### src/rtl/core/two_axis_stepper_ramp_generator_macros.svh
// Assertion macros shared by the stepper ramp generator modules.
// No dependencies; included by the files that carry checks.
`ifndef TWO_AXIS_STEPPER_RAMP_GENERATOR_MACROS_SVH
`define TWO_AXIS_STEPPER_RAMP_GENERATOR_MACROS_SVH

// A condition that must hold at every clock edge outside reset.
`define TSRG_CHECK(label, clk_s, rst_s, cond, msg) \
  label: assert property (@(posedge clk_s) disable iff (rst_s) (cond)) else $error(msg);

// A consequent that must hold in the same cycle as its antecedent.
`define TSRG_IMPLY(label, clk_s, rst_s, ante, cons, msg) \
  label: assert property (@(posedge clk_s) disable iff (rst_s) (ante) |-> (cons)) else $error(msg);

// A consequent that must hold in the cycle after its antecedent.
`define TSRG_NEXT(label, clk_s, rst_s, ante, cons, msg) \
  label: assert property (@(posedge clk_s) disable iff (rst_s) (ante) |=> (cons)) else $error(msg);

`endif

### src/rtl/core/tsrg_pkg.sv
// Shared types and constants of the two-axis stepper ramp generator.
// No dependencies; imported by every module of the block.
package tsrg_pkg;

  // Default parameter values.
  localparam int POS_BITS_DEF        = 20;
  localparam int X_START_HOLD_MS_DEF = 80;
  localparam int Z_START_HOLD_MS_DEF = 100;

  // Fixed field widths.
  localparam int PERIOD_W = 16;
  localparam int SLOW_W   = 21;
  localparam int TIMER_W  = 16;
  localparam int DATA_W   = 32;
  localparam int ADDR_W   = 5;

  // Register reset values.
  localparam logic [PERIOD_W-1:0] START_PERIOD_RST = 16'd40;
  localparam logic [PERIOD_W-1:0] FAST_PERIOD_RST  = 16'd10;
  localparam logic [SLOW_W-1:0]   SLOW_EDGES_RST   = 21'd2000;
  localparam logic [TIMER_W-1:0]  CHANGE_MS_RST    = 16'd1;

  // Request codes.
  typedef enum logic [1:0] {
    REQ_TICK = 2'd0,
    REQ_MOVE = 2'd1,
    REQ_HOME = 2'd2
  } req_t;

  // Register indexes on the configuration port (word address).
  typedef enum logic [2:0] {
    CFG_X_START_PERIOD = 3'd0,
    CFG_X_FAST_PERIOD  = 3'd1,
    CFG_Z_START_PERIOD = 3'd2,
    CFG_Z_FAST_PERIOD  = 3'd3,
    CFG_X_SLOW_EDGES   = 3'd4,
    CFG_Z_SLOW_EDGES   = 3'd5,
    CFG_Z_CHANGE_MS    = 3'd6
  } cfg_idx_t;

  // Speed phases of one axis.
  typedef enum logic [4:0] {
    PH_START    = 5'b00001,
    PH_ACCEL    = 5'b00010,
    PH_FAST     = 5'b00100,
    PH_SLOWDOWN = 5'b01000,
    PH_SLOW     = 5'b10000
  } phase_t;

  // Configuration register set.
  typedef struct packed {
    logic [PERIOD_W-1:0] x_start_period;
    logic [PERIOD_W-1:0] x_fast_period;
    logic [PERIOD_W-1:0] z_start_period;
    logic [PERIOD_W-1:0] z_fast_period;
    logic [SLOW_W-1:0]   x_slow_edges;
    logic [SLOW_W-1:0]   z_slow_edges;
    logic [TIMER_W-1:0]  z_change_ms;
  } cfg_t;

  // Qualified request controls sent to both axes.
  typedef struct packed {
    logic move;
    logic home;
    logic tick;
    logic ms;
  } axis_ctl_t;

  // Status returned by one axis.
  typedef struct packed {
    logic busy;
    logic busy_next;
    logic pulse_next;
    logic dir_next;
  } axis_stat_t;

endpackage

### src/rtl/core/two_axis_stepper_ramp_generator.sv
// Top level of the two-axis stepper ramp generator.
// Depends on tsrg_pkg, tsrg_cfg, tsrg_axis and the assertion macro header.
//
// Usage:
//  - Requests enter on in_valid/in_stall with req_type, target_x, target_z
//    and ms_tick. A tick advances both axes by one loop pass, a move arms
//    both axes toward an absolute target, a home zeroes the stored position.
//  - Every request gives exactly one result on out_valid/out_stall: step
//    levels, directions, busy_res, move_done and rejected.
//  - A request passes through the input register, then the axis update
//    and the result register. Throughput is one request per cycle while
//    the receiver does not stall; it is set by the update of the axis
//    state, which every request reads and writes.
//  - When the receiver stalls, the finished result waits in the result
//    register and one more request is taken into the input register; after
//    that in_stall rises until the result is taken.
//  - Registers must be written on the APB-style port only with no request
//    in flight, which the block does not enforce. Reset clears position,
//    counters, sets step levels high, directions low, registers to defaults.
`include "two_axis_stepper_ramp_generator_macros.svh"
module two_axis_stepper_ramp_generator import tsrg_pkg::*; #(
  parameter int POS_BITS        = POS_BITS_DEF,
  parameter int X_START_HOLD_MS = X_START_HOLD_MS_DEF,
  parameter int Z_START_HOLD_MS = Z_START_HOLD_MS_DEF
) (
  input  logic                clk,
  input  logic                rst,
  // Request channel
  input  logic                in_valid,
  output logic                in_stall,
  input  logic [1:0]          req_type,
  input  logic [POS_BITS-1:0] target_x,
  input  logic [POS_BITS-1:0] target_z,
  input  logic                ms_tick,
  // Result channel
  output logic                out_valid,
  input  logic                out_stall,
  output logic                x_pulse,
  output logic                z_pulse,
  output logic                x_dir,
  output logic                z_dir,
  output logic                busy_res,
  output logic                move_done,
  output logic                rejected,
  // Configuration port
  input  logic                psel,
  input  logic                penable,
  input  logic                pwrite,
  input  logic [ADDR_W-1:0]   paddr,
  input  logic [DATA_W-1:0]   pwdata,
  output logic [DATA_W-1:0]   prdata,
  output logic                pready
);

  cfg_t cfg;

  // Input register.
  logic                r_valid;
  logic [1:0]          r_req;
  logic [POS_BITS-1:0] r_tx;
  logic [POS_BITS-1:0] r_tz;
  logic                r_ms;

  logic       can_out, fire, in_acc, busy, busy_after, is_mod, rej, done;
  axis_ctl_t  ctl;
  axis_stat_t x_st, z_st;

  tsrg_cfg u_cfg (
    .clk     (clk),
    .rst     (rst),
    .psel    (psel),
    .penable (penable),
    .pwrite  (pwrite),
    .paddr   (paddr),
    .pwdata  (pwdata),
    .prdata  (prdata),
    .pready  (pready),
    .cfg     (cfg)
  );

  // Handshake: a held request moves on when the result register is free.
  assign can_out  = !out_valid || !out_stall;
  assign fire     = r_valid && can_out;
  assign in_stall = r_valid && !can_out;
  assign in_acc   = in_valid && !in_stall;

  always_ff @(posedge clk) begin
    if (rst) begin
      r_valid <= 1'b0;
    end else if (in_acc) begin
      r_valid <= 1'b1;
    end else if (fire) begin
      r_valid <= 1'b0;
    end
  end

  always_ff @(posedge clk) begin
    if (in_acc) begin
      r_req <= req_type;
      r_tx  <= target_x;
      r_tz  <= target_z;
      r_ms  <= ms_tick;
    end
  end

  // Request decode against the current busy state.
  assign busy   = x_st.busy || z_st.busy;
  assign is_mod = (r_req == REQ_MOVE) || (r_req == REQ_HOME);

  always_comb begin
    ctl.move = fire && !busy && (r_req == REQ_MOVE);
    ctl.home = fire && !busy && (r_req == REQ_HOME);
    ctl.tick = fire && busy && (r_req == REQ_TICK);
    ctl.ms   = r_ms;
  end

  assign rej        = fire && busy && is_mod;
  assign busy_after = x_st.busy_next || z_st.busy_next;
  assign done       = ctl.tick && !busy_after;

  tsrg_axis #(
    .POS_BITS (POS_BITS),
    .HOLD_MS  (X_START_HOLD_MS),
    .ZAXIS    (1'b0)
  ) u_x (
    .clk           (clk),
    .rst           (rst),
    .ctl           (ctl),
    .all_idle_next (!busy_after),
    .target        (r_tx),
    .start_period  (cfg.x_start_period),
    .fast_period   (cfg.x_fast_period),
    .slow_edges    (cfg.x_slow_edges),
    .change_ms     (cfg.z_change_ms),
    .stat          (x_st)
  );

  tsrg_axis #(
    .POS_BITS (POS_BITS),
    .HOLD_MS  (Z_START_HOLD_MS),
    .ZAXIS    (1'b1)
  ) u_z (
    .clk           (clk),
    .rst           (rst),
    .ctl           (ctl),
    .all_idle_next (!busy_after),
    .target        (r_tz),
    .start_period  (cfg.z_start_period),
    .fast_period   (cfg.z_fast_period),
    .slow_edges    (cfg.z_slow_edges),
    .change_ms     (cfg.z_change_ms),
    .stat          (z_st)
  );

  // Result register.
  always_ff @(posedge clk) begin
    if (rst) begin
      out_valid <= 1'b0;
    end else if (fire) begin
      out_valid <= 1'b1;
    end else if (!out_stall) begin
      out_valid <= 1'b0;
    end
  end

  always_ff @(posedge clk) begin
    if (fire) begin
      x_pulse   <= x_st.pulse_next;
      z_pulse   <= z_st.pulse_next;
      x_dir     <= x_st.dir_next;
      z_dir     <= z_st.dir_next;
      busy_res  <= busy_after;
      move_done <= done;
      rejected  <= rej;
    end
  end

  // Checks.
  `TSRG_NEXT(a_fire_loads, clk, rst, fire, out_valid, "processed request produced no result")
  `TSRG_IMPLY(a_done_idle, clk, rst, out_valid && move_done, !busy_res && x_pulse && z_pulse, "move end with axis still active")
  `TSRG_IMPLY(a_done_rej, clk, rst, out_valid, !(move_done && rejected), "result both done and rejected")

endmodule

### src/rtl/core/tsrg_cfg.sv
// Configuration register file on an APB-style port.
// Depends on tsrg_pkg.
module tsrg_cfg import tsrg_pkg::*; (
  input  logic              clk,
  input  logic              rst,
  input  logic              psel,
  input  logic              penable,
  input  logic              pwrite,
  input  logic [ADDR_W-1:0] paddr,
  input  logic [DATA_W-1:0] pwdata,
  output logic [DATA_W-1:0] prdata,
  output logic              pready,
  output cfg_t              cfg
);

  logic     wr_en;
  cfg_idx_t idx;

  assign pready = 1'b1;
  assign wr_en  = psel && penable && pwrite;
  assign idx    = cfg_idx_t'(paddr[ADDR_W-1:2]);

  // Register writes on the access cycle.
  always_ff @(posedge clk) begin
    if (rst) begin
      cfg.x_start_period <= START_PERIOD_RST;
      cfg.x_fast_period  <= FAST_PERIOD_RST;
      cfg.z_start_period <= START_PERIOD_RST;
      cfg.z_fast_period  <= FAST_PERIOD_RST;
      cfg.x_slow_edges   <= SLOW_EDGES_RST;
      cfg.z_slow_edges   <= SLOW_EDGES_RST;
      cfg.z_change_ms    <= CHANGE_MS_RST;
    end else if (wr_en) begin
      case (idx)
        CFG_X_START_PERIOD: cfg.x_start_period <= pwdata[PERIOD_W-1:0];
        CFG_X_FAST_PERIOD:  cfg.x_fast_period  <= pwdata[PERIOD_W-1:0];
        CFG_Z_START_PERIOD: cfg.z_start_period <= pwdata[PERIOD_W-1:0];
        CFG_Z_FAST_PERIOD:  cfg.z_fast_period  <= pwdata[PERIOD_W-1:0];
        CFG_X_SLOW_EDGES:   cfg.x_slow_edges   <= pwdata[SLOW_W-1:0];
        CFG_Z_SLOW_EDGES:   cfg.z_slow_edges   <= pwdata[SLOW_W-1:0];
        CFG_Z_CHANGE_MS:    cfg.z_change_ms    <= pwdata[TIMER_W-1:0];
        default: ;
      endcase
    end
  end

  // Read-back multiplexer.
  always_comb begin
    case (idx)
      CFG_X_START_PERIOD: prdata = DATA_W'(cfg.x_start_period);
      CFG_X_FAST_PERIOD:  prdata = DATA_W'(cfg.x_fast_period);
      CFG_Z_START_PERIOD: prdata = DATA_W'(cfg.z_start_period);
      CFG_Z_FAST_PERIOD:  prdata = DATA_W'(cfg.z_fast_period);
      CFG_X_SLOW_EDGES:   prdata = DATA_W'(cfg.x_slow_edges);
      CFG_Z_SLOW_EDGES:   prdata = DATA_W'(cfg.z_slow_edges);
      CFG_Z_CHANGE_MS:    prdata = DATA_W'(cfg.z_change_ms);
      default:            prdata = '0;
    endcase
  end

endmodule

### src/rtl/core/tsrg_axis.sv
// One stepper axis: position, edge counters, period divider and speed ramp.
// Depends on tsrg_pkg and the assertion macro header.
`include "two_axis_stepper_ramp_generator_macros.svh"
module tsrg_axis import tsrg_pkg::*; #(
  parameter int POS_BITS = POS_BITS_DEF,
  parameter int HOLD_MS  = X_START_HOLD_MS_DEF,
  parameter bit ZAXIS    = 1'b0
) (
  input  logic                clk,
  input  logic                rst,
  input  axis_ctl_t           ctl,
  input  logic                all_idle_next,
  input  logic [POS_BITS-1:0] target,
  input  logic [PERIOD_W-1:0] start_period,
  input  logic [PERIOD_W-1:0] fast_period,
  input  logic [SLOW_W-1:0]   slow_edges,
  input  logic [TIMER_W-1:0]  change_ms,
  output axis_stat_t          stat
);

  localparam int EW = POS_BITS + 1;
  localparam int CW = (EW > SLOW_W) ? EW : SLOW_W;
  localparam logic [TIMER_W-1:0]  HOLD = TIMER_W'(HOLD_MS);
  localparam logic [PERIOD_W:0]   STEP = ZAXIS ? (PERIOD_W+1)'(1) : (PERIOD_W+1)'(2);
  localparam logic [TIMER_W-1:0]  TIMER_MAX = '1;

  // Architectural state.
  logic [POS_BITS-1:0] pos, pos_next;
  logic [EW-1:0]       edges_done, edges_done_next;
  logic [EW-1:0]       edges_total, edges_total_next;
  logic [EW-1:0]       slow_point, slow_point_next;
  logic [PERIOD_W-1:0] period, period_next;
  logic [PERIOD_W-1:0] divider, divider_next;
  logic [TIMER_W-1:0]  ms_timer, ms_timer_next;
  phase_t              phase, phase_next;
  logic                pulse, pulse_next;
  logic                dir, dir_next;

  // Helpers for a move request.
  logic                tgt_above;
  logic [POS_BITS-1:0] span;
  logic [EW-1:0]       total_new;
  logic [CW-1:0]       total_c, slow_c;
  logic [EW-1:0]       sp_new;

  // Helpers for a tick.
  logic                edge_hit;
  logic [TIMER_W-1:0]  timer_inc;
  logic                gate;

  assign tgt_above = target > pos;
  assign span      = tgt_above ? (target - pos) : (pos - target);
  assign total_new = {span, 1'b0};
  assign total_c   = CW'(total_new);
  assign slow_c    = CW'(slow_edges);
  assign sp_new    = (total_c > slow_c) ? EW'(total_c - slow_c) : (total_new >> 1);

  assign edge_hit  = (divider >= period) && (edges_done < edges_total);
  assign timer_inc = (ctl.ms && (ms_timer != TIMER_MAX)) ? ms_timer + 1'b1 : ms_timer;
  // X changes its period on every ramp call, Z only once the change time passed.
  assign gate      = ZAXIS ? (timer_inc >= change_ms) : 1'b1;

  // Next-state logic for one request.
  always_comb begin
    pos_next         = pos;
    edges_done_next  = edges_done;
    edges_total_next = edges_total;
    slow_point_next  = slow_point;
    period_next      = period;
    divider_next     = divider;
    ms_timer_next    = ms_timer;
    phase_next       = phase;
    dir_next         = dir;
    if (ctl.move) begin
      pos_next         = target;
      dir_next         = tgt_above;
      edges_total_next = total_new;
      slow_point_next  = sp_new;
      edges_done_next  = '0;
      period_next      = start_period;
      divider_next     = '0;
      ms_timer_next    = '0;
      phase_next       = PH_START;
    end else if (ctl.home) begin
      pos_next = '0;
    end else if (ctl.tick) begin
      ms_timer_next = timer_inc;
      if (edge_hit) begin
        divider_next    = '0;
        edges_done_next = edges_done + 1'b1;
        // Ramp step whenever the new edge count is even.
        if (!edges_done_next[0]) begin
          case (phase)
            PH_START: begin
              period_next = start_period;
              if (timer_inc >= HOLD) begin
                ms_timer_next = '0;
                phase_next    = PH_ACCEL;
              end
            end
            PH_ACCEL: begin
              if (gate) begin
                ms_timer_next = '0;
                if ({1'b0, period} <= {1'b0, fast_period} + STEP) begin
                  period_next = fast_period;
                  phase_next  = PH_FAST;
                end else begin
                  period_next = period - STEP[PERIOD_W-1:0];
                end
              end
            end
            PH_SLOWDOWN: begin
              if (gate) begin
                ms_timer_next = '0;
                if ({1'b0, period} + 1'b1 >= {1'b0, start_period}) begin
                  period_next = start_period;
                  phase_next  = PH_SLOW;
                end else begin
                  period_next = period + 1'b1;
                end
              end
            end
            default: ;
          endcase
          // Enter slowdown once past the slow point.
          if ((edges_done_next > slow_point) &&
              ((phase_next == PH_START) || (phase_next == PH_ACCEL) ||
               (phase_next == PH_FAST))) begin
            phase_next = PH_SLOWDOWN;
          end
        end
      end else begin
        divider_next = divider + 1'b1;
      end
    end
  end

  // Step level: toggles per edge, returns high on a move and at move end.
  always_comb begin
    pulse_next = pulse;
    if (ctl.move) begin
      pulse_next = 1'b1;
    end else if (ctl.tick) begin
      pulse_next = all_idle_next ? 1'b1 : (pulse ^ edge_hit);
    end
  end

  always_ff @(posedge clk) begin
    if (rst) begin
      pos         <= '0;
      edges_done  <= '0;
      edges_total <= '0;
      slow_point  <= '0;
      period      <= '0;
      divider     <= '0;
      ms_timer    <= '0;
      phase       <= PH_START;
      pulse       <= 1'b1;
      dir         <= 1'b0;
    end else begin
      pos         <= pos_next;
      edges_done  <= edges_done_next;
      edges_total <= edges_total_next;
      slow_point  <= slow_point_next;
      period      <= period_next;
      divider     <= divider_next;
      ms_timer    <= ms_timer_next;
      phase       <= phase_next;
      pulse       <= pulse_next;
      dir         <= dir_next;
    end
  end

  assign stat.busy       = edges_done < edges_total;
  assign stat.busy_next  = edges_done_next < edges_total_next;
  assign stat.pulse_next = pulse_next;
  assign stat.dir_next   = dir_next;

  // Checks.
  `TSRG_CHECK(a_done_le_total, clk, rst, edges_done <= edges_total, "edge count overran total")
  `TSRG_NEXT(a_move_clears, clk, rst, ctl.move, (edges_done == '0) && pulse, "move did not rearm axis")

endmodule

### config.mk
export PLATFORM = sky130hd
export DESIGN_NAME = two_axis_stepper_ramp_generator
export DESIGN_NICKNAME = d
export VERILOG_FILES = /design/src/rtl/core/tsrg_pkg.sv /design/src/rtl/core/two_axis_stepper_ramp_generator.sv /design/src/rtl/core/tsrg_cfg.sv /design/src/rtl/core/tsrg_axis.sv
export VERILOG_INCLUDE_DIRS = /design/src /design/src/rtl/core
export SDC_FILE = /design/constraint.sdc
export NUM_CORES = 2
export LEC_CHECK = 0
export ABC_AREA = 1
export BUFFER_PORTS_ARGS = -buffer_cell sky130_fd_sc_hd__buf_2
export CORE_ASPECT_RATIO = 1.5
export CORE_MARGIN = 1.5
export CORE_UTILIZATION = 50
export CTS_BUF_LIST = sky130_fd_sc_hd__clkbuf_4 sky130_fd_sc_hd__clkbuf_8 sky130_fd_sc_hd__clkbuf_16
export CTS_CLUSTER_DIAMETER = 200
export CTS_CLUSTER_SIZE = 8
export DETAILED_ROUTE_END_ITERATION = 7
export GPL_TIMING_DRIVEN = 1
export HOLD_SLACK_MARGIN = 0.03
export PLACE_DENSITY = 0.64
export SYNTH_ARGS = -nofsm -noshare
export SYNTH_HDL_FRONTEND = slang
export SYNTH_SLANG_ARGS = --single-unit
### constraint.sdc
create_clock -name clk -period 5.4 [get_ports clk]
set_input_delay 1.08 -clock clk [delete_from_list [all_inputs] [get_ports clk]]
set_output_delay 1.08 -clock clk [all_outputs]
set_load 0.02 [all_outputs]
==> impl_metrics.yaml <==
synthesis:
  netlist_area_um2: 34100
  synth.distinct_cells: 66
  ys_top_cells_by_area: "dfxtp_1, ha_1, nand2_1, inv_1, a21oi_1"
  async_flop_share_pct: 0
  syn_area_per_cell_um2: 6.91
  synth_seq_area_share_pct: 27.9
  synth_ff_type: "dfxtp_1"
  ys_ff_latch: 450
  yosys.area.top_type: "dfxtp_1"
  syn_inst: 4939
  yosys_warnings: 0
  synth_top_area_share_pct: 23.5
  synth-edff-count: 50
layout:
  nets: 5458
  area_growth_syn_to_layout_pct: 9.50
  post-route-util_pct: 55.1
  antenna_cells: 0
  drive_above_1_share_pct: 6.92
setup_path:
  critPathArrivalTime_ps: 5490
  worstPathMaxFanout: 17
  path_buf_inv: 7
  cp_common_cell: "nand2_1"
  worst_ep_required_time_ps: 5900
  max_stage_delay_ps: 460
  slowest_stage: "fa_1"
  critPathTopFamily: "compound AO/OA/AOI/OAI gates"
  cp-end-kind: "register"
  startpoint_type: "register"
  worstSetupPathType: "reg -> reg"
drt:
  drt_first_iter_violations: 2317
  drt-total-wl_mm: 110
  first_pass_iters: 5
  vias: 33200
  avgRoutedWirePerCell_um: 18.6
  via_per_inst: 5.63
  ant_nets: 0
  drcViolationCount: 0
global_routing:
  globalRouteOverflowTotal: 0
  grt_max_degree: 83
  grt_use_total_pct: 31.1
  grt_pass1_wl_mm: 171
  grt_pass1_vias: 32100
  antenna_found_initial: 0
sta:
  setup_viol: 0
  grt_setup_unrepaired: "no"
  finalCritPeriodShare_pct: 92.3
  hold_viol_final: 0
  report.final.slew_viol_count: 0
  tns_ps: 0
  tightest_slew_ps: 1220
  fmax_ghz: 0.201
  relSlewSlack_pct: 18.4
  fin_skew_ps: 22.1
  period_needed_ps: 4990
clock_tree:
  cts_sinks: 450
  clockBufferDepth: 3
  clkTransAtPathRegs_ps: 50
  clock_latency_ps: 630
  postCtsHoldBufs: 0
  cts_tree: "yes"
  htreeDepth: 3
  cts_root_buf: "clkbuf_16"
  cts_inserted_buffers: 66
status:
  status: "complete, no violations"
place:
  gp_congestion: 1.01
  dp_hpwl_mm: 85.1
  port_buffers: 103
floorplanning:
  initial_utilization_pct: 50.4
  core_area_um2: 67800
  die_area_um2: 69900
  die_width_um: 216
  ios: 129
  rows: 117
  fp.dieH_um: 323
power_and_ir_drop:
  ir_worst_vdd_uv: 295
  cellPowerDensity_nw_per_um2: 415
  leakage_nw: 16.6
run:
  cap_violations: 0
hold_path:
  hold_class: "reg -> reg"
## power breakdown
part           total [W]  switching (W)  internal, W
logic            0.00763        0.00512      0.00251
clock network    0.00391        0.00159      0.00232
registers        0.00396       0.000267      0.00369
## path summary, 6_finish.rpt
| check | slack, ps | depth (start not counted) | start | endpoint |
|---|---|---|---|---|
| hold reg to reg | 450 | 2 | u_x.slow_point[13] | u_x.slow_point[13] |
| setup reg to reg | 410 | 30 | r_tx[0] | u_x.slow_point[6] |
| hold / removal | 450 | 2 | u_x.slow_point[13] | u_x.slow_point[13] |
| setup / recovery | 410 | 30 | r_tx[0] | u_x.slow_point[6] |
## worst min-delay path: cells and delay by family (launching register included)
kind             cells  cell delay [ps]
DFF                  1              310
and+or+nand+nor      2              100
## logic make-up after synthesis
| group | share of synthesized area (%) |
|---|---|
| and+or+nand+nor | 22.2 |
| xor gates and xnor gates | 5.44 |
| DFF | 27.9 |
| adders and majority gates | 13.9 |
| AOI/OAI and AO/OA | 20.4 |
| buffers and inverters | 10.2 |
| other | 0.0220 |
## metal layers
metal / part of all wire, % / GRT usage [%] / vias up
li1: - / - / 16700
met1: 39 / 34.3 / 15300
met2: 50 / 57.2 / 951
met3: 4.6 / 3.40 / 319
met4: 6.0 / 18.5 / 0
met5: 0 / 0 / -
## final cells by class
class	instances	area [um^2]
Clock inverter	6	75.1
Fill cell	6882	30400
Multi-Input combinational cell	3609	21200
Inverter	708	2660
Sequential cell	450	9510
Clock buffer	80	1790
Tap cell	892	1120
Timing Repair Buffer	160	1000
## sequential cells by signal (all words and copies together) (netlist names), 21 cells and up
| name | cells |
|---|---|
| u_z.edges_done | 21 |
| u_z.edges_total | 21 |
| u_x.slow_point | 21 |
| u_x.edges_done | 21 |
| u_cfg.cfg | 122 |
| u_z.slow_point | 21 |
| u_x.edges_total | 21 |
## layout by cell type, fill, tap and decap left out, types with 39 or more instances in the layout
master     synthesis  routed
o32ai_1           39      39
nand3_1          183     183
a21oi_1          498     497
nor4_1            42      39
inv_1            682     679
clkbuf_16          0      68
ha_1             370     370
o22ai_1           49      49
o21ai_0          378     376
xnor2_1           47      47
nand4_1           67      67
buf_2             30     102
buf_4             16      53
dfxtp_1          400     400
nand2_1          895     895
xor2_1           165     165
nor2_1           424     422
edfxtp_1          50      50
nor3_1            98      98
o21ai_1           59      61
## synthesized netlist by cell type, types with 14 or more instances
library cell  instances
buf_2                30
dfxtp_1             400
o21ai_1              59
nor2_2               18
buf_4                16
ha_1                370
buf_1                14
a211oi_1             38
inv_1               682
a31oi_1              19
o211ai_1             35
a21oi_1             498
nor4_1               42
o22ai_1              49
o21ai_0             378
o32ai_1              39
xor2_1              165
edfxtp_1             50
xnor2_1              47
nand4_1              67
nor3_1               98
inv_2                16
nand3_1             183
clkbuf_1            118
nor2_1              424
a221oi_1             15
nand2_1             895
o221ai_1             14
## stage by stage
stage	area, um^2	cells	setup WS (ps)	power, W	hold slack [ps]
finish	37400	5905	414	0.0155	454
CTS	37300	5904	204	0.0204	456
global route	37400	5905	15.4	0.0163	470
floorplan	34200	4949	1080	0.00925	426
global placement	35500	5818	306	0.0164	441
detailed placement	35500	5818	258	0.0165	444
## timing repair
| action | 4_1_cts | 5_1_grt |
|---|---|---|
| endpoints found under the setup margin | 0 | 16 |
| buffers inserted | 0 | 1 |
| gates resized for setup | 0 | 7 |
No activity file was read; power rests on OpenSTA's default activity.
